## config.mk

```make
export PLATFORM = sky130hd
export DESIGN_NAME = embt_cell
export DESIGN_NICKNAME = d
export VERILOG_FILES = /design/src/hdl/extent_map_block_translator_assert.svh /design/src/hdl/embt_pkg.sv /design/src/hdl/embt_cell.sv
export SDC_FILE = /design/constraint.sdc
export NUM_CORES = 1
export LEC_CHECK = 0
export BUFFER_PORTS_ARGS = -buffer_cell sky130_fd_sc_hd__buf_2
export CAP_MARGIN = 0
export CORE_AREA = 2 2 298 300
export CTS_CLUSTER_DIAMETER = 80
export DETAILED_ROUTE_END_ITERATION = 10
export DIE_AREA = 0 0 300 302
export PLACE_DENSITY = 0.44
export SETUP_SLACK_MARGIN = 0.05
export SLEW_MARGIN = 5
export SYNTH_ARGS = -nofsm -noshare
export SYNTH_HDL_FRONTEND = slang
export SYNTH_SLANG_ARGS = --single-unit
```

## constraint.sdc

```tcl
create_clock -name clk -period 10.3 [get_ports clk]
set_input_delay 1.545 -clock clk [delete_from_list [all_inputs] [get_ports clk]]
set_output_delay 1.545 -clock clk [all_outputs]
set_load 0.005 [all_outputs]
```

## src/hdl/extent_map_block_translator_assert.svh

```systemverilog
// assertion macros for the extent map translator
`ifndef EXTENT_MAP_BLOCK_TRANSLATOR_ASSERT_SVH
`define EXTENT_MAP_BLOCK_TRANSLATOR_ASSERT_SVH
`ifndef SYNTH
`define EMBT_ASSERT_IMP(label, clk, rst_n, a, c) \
    label: assert property (@(posedge clk) disable iff (!rst_n) (a) |-> (c)) \
        else $error("assertion failed");
`define EMBT_ASSERT_NXT(label, clk, rst_n, a, c) \
    label: assert property (@(posedge clk) disable iff (!rst_n) (a) |=> (c)) \
        else $error("assertion failed");
`else
`define EMBT_ASSERT_IMP(label, clk, rst_n, a, c)
`define EMBT_ASSERT_NXT(label, clk, rst_n, a, c)
`endif
`endif

```

## src/hdl/embt_pkg.sv

```systemverilog
// ----------------------------------------------------------------------------
// embt_pkg
// shared types and command codes of the extent map translator
// ----------------------------------------------------------------------------
`timescale 1ns / 1ps
package embt_pkg;
    localparam logic [2:0] CMD_LOAD      = 3'd0;
    localparam logic [2:0] CMD_SEEK_BLK  = 3'd1;
    localparam logic [2:0] CMD_NEXT_BLK  = 3'd2;
    localparam logic [2:0] CMD_SEEK_EXT  = 3'd3;
    localparam logic [2:0] CMD_NEXT_EXT  = 3'd4;
    localparam logic [2:0] CMD_REMAIN    = 3'd5;
    localparam logic [2:0] CMD_REMAIN_TO = 3'd6;

    // one extent record as it moves along the chain
    typedef struct packed {
        logic [63:0] start;
        logic [63:0] length;
        logic [63:0] end_sum;
        logic [63:0] begin_sum;
    } ext_rec_t;
endpackage

```

## src/hdl/embt_cell.sv

```systemverilog
// ----------------------------------------------------------------------------
// embt_cell
// one extent slot: holds a record and hands it to its neighbor on a shift
// ----------------------------------------------------------------------------
`timescale 1ns / 1ps
module embt_cell
    import embt_pkg::*;
(
    input  logic     clk,
    input  logic     shift,
    input  logic     load,
    input  ext_rec_t rec_in,
    input  ext_rec_t load_rec,
    output ext_rec_t rec
);
    ext_rec_t rec_reg;

    always_ff @(posedge clk)
    begin
        if (load)
        begin
            rec_reg <= load_rec;
        end
        else if (shift)
        begin
            rec_reg <= rec_in;
        end
    end

    assign rec = rec_reg;
endmodule

```

==> results.py <==
metrics = {
    "routing": {
        "via_per_inst": 3.19,
        "drt_wl_total_mm": 41.0,
        "dr.pass1.iters": 4,
        "detail-route-antenna-nets": 0,
        "drc": 0,
        "wl_per_cell_um": 16.3,
        "drt_iter0_drc": 242,
        "vias": 8027,
    },
    "critical_path": {
        "crit_path_max_fanout": 50,
        "endpoint_kind": "register",
        "cp.required_ps": 10630,
        "cp_data_arrival_time_ps": 4040,
        "worstSetupPathType": "in -> reg",
        "worstSetupStartpointType": "input pin",
    },
    "global_routing": {
        "antenna_found_initial": 14,
        "grt_pass1_wl_mm": 55.1,
        "grt_pass1_vias": 8607,
        "grt_overflow": 0,
        "grt_start_max_net_pins": 134,
        "grt_use_total_pct": 8.22,
    },
    "clocking": {
        "cts_buffers": 31,
        "htreeDepth": 1,
        "clkTransAtPathRegs_ps": 60,
        "post_cts_resize_count": 0,
        "ctsLongestPathBuffers": 3,
        "post-cts-setup-buffer-count": 0,
        "clock_sinks": 256,
        "root_buffer": "clkbuf_16",
        "hold_buffers": 0,
        "cts_tree": "built",
    },
    "timing": {
        "finalSetupViolCount": 0,
        "post-route-min-period_ps": 3710,
        "rsz0062_at_grt": "false",
        "tns_ps": 0,
        "worst_pin_slew_ps": 1190,
        "slew_headroom_pct": 20.6,
        "hold_viol_final": 0,
        "max_freq_mhz": 269,
        "period_share_pct": 36.1,
        "slew_viol_final": 0,
    },
    "job": {
        "drv_cap": 0,
    },
    "layout": {
        "multi_input_area_um2": 3750,
        "largest_reg_flops": 256,
        "seq_area_um2": 7690,
        "drive_above_1_share_pct": 79.7,
        "final_core_util_pct": 20.3,
        "final_area_um2": 17700,
        "nets": 1836,
        "nFillCells": 9497,
        "area_growth_pct": 50.4,
    },
    "yosys": {
        "synth.avg_cell_area_um2": 21.8,
        "synthesis.nets": 1057,
        "ys_seq_area_share_pct": 65.1,
        "synth_warnings": 0,
        "ys_seq_elements": 256,
        "yosysUniqueCellTypes": 8,
        "syn_area_um2": 11800,
        "synthCells": 542,
    },
    "placed_design": {
        "gp_congestion": 0.830,
        "dpl-instance-area_um2": 16800,
        "numPortBuffers": 770,
        "dpl.hpwl_mm": 33.0,
    },
    "pwr": {
        "ir_drop_v": 0.000126,
        "static-leakage-power_uw": 0.00812,
        "power_uw": 2760,
        "pwr_density_cell_nw_per_um2": 156,
    },
    "die": {
        "die_x_um": 300,
        "rows": 109,
        "core_um2": 87600,
        "ios": 771,
        "start_util_pct": 13.5,
        "dieArea_um2": 90600,
        "die_h_um": 302,
    },
    "hold_path": {
        "hp-class": "in -> reg",
    },
    "outcome": {
        "status": "finished, final reports clean",
    },
}
[cells by family (layout without fill, tap and decap cells)]
family,after synthesis,count (layout),synth area share [%]
muxes,256,256,31.7
other,0,3,0
DFF,256,256,65.1
buffers and inverters,29,832,3.09
and+or+nand+nor,1,1,0.0531
[routing by layer]
layer  vias to the layer above  global-route usage [%]  wire, um
met2                       465                    15.1     20800
met1                      3794                    8.37     14500
met4                        10                    2.44      1070
met5                         -                       0        69
met3                        56                    3.60      4570
li1                       3702                       -         -
[worst max-delay path, stage by stage]
cell and delay [ps]:
buf_8 380, buf_4 780, buf_4 790, mux2_4 360
[final cells by class]
type                       instances  share of cell area (%)
clock inverter                    19                   0.628
clock buffer                      38                    4.52
multi-input combinational        257                    21.1
sequential                       256                    43.3
antenna                            3                  0.0423
timing repair buffer             775                    22.1
tap                             1165                    8.22
[metrics by stage]
step	cells	hold WS (ps)	setup slack [ps]
final	2513	1250	6590
after global routing	2513	1200	6500
after CTS	2510	1180	6630
after detailed placement	2453	1850	5990
after floorplan	542	1760	4730
after global placement	2453	1840	6040
[synth_stat cells]
master / count / area (um^2)
mux2_2: 27 / 304
mux2_4: 229 / 3440
buf_12: 1 / 20.0
buf_6: 15 / 169
buf_2: 2 / 10.0
buf_8: 11 / 165
or2_2: 1 / 6.26
edfxtp_1: 256 / 7690
[placed cells by master, fill, tap and decap left out, drive strengths merged]
cell	synthesis	routed
buf	29	775
bufinv	0	1
clkbuf	0	38
clkinv	0	17
diode	0	3
edfxtp	256	256
inv	0	1
mux2	256	256
or2	1	1
[power by group]
part	internal (uW)	leakage, uW	switching [uW]	total [uW]
clock	570	0.000452	436	1010
sequential	1280	0.00261	34.4	1320
combinational	257	0.00506	181	438
total	2110	0.00812	652	2760
[path summary, 6_finish.rpt]
check / start / to / slack (ps) / cells after the start
worst max-delay path: load / rec[156] / 6590 / 4
worst min-delay path: load_rec[33] / rec[33] / 1250 / 2
Note: power is estimated with default switching activity, not from simulation.
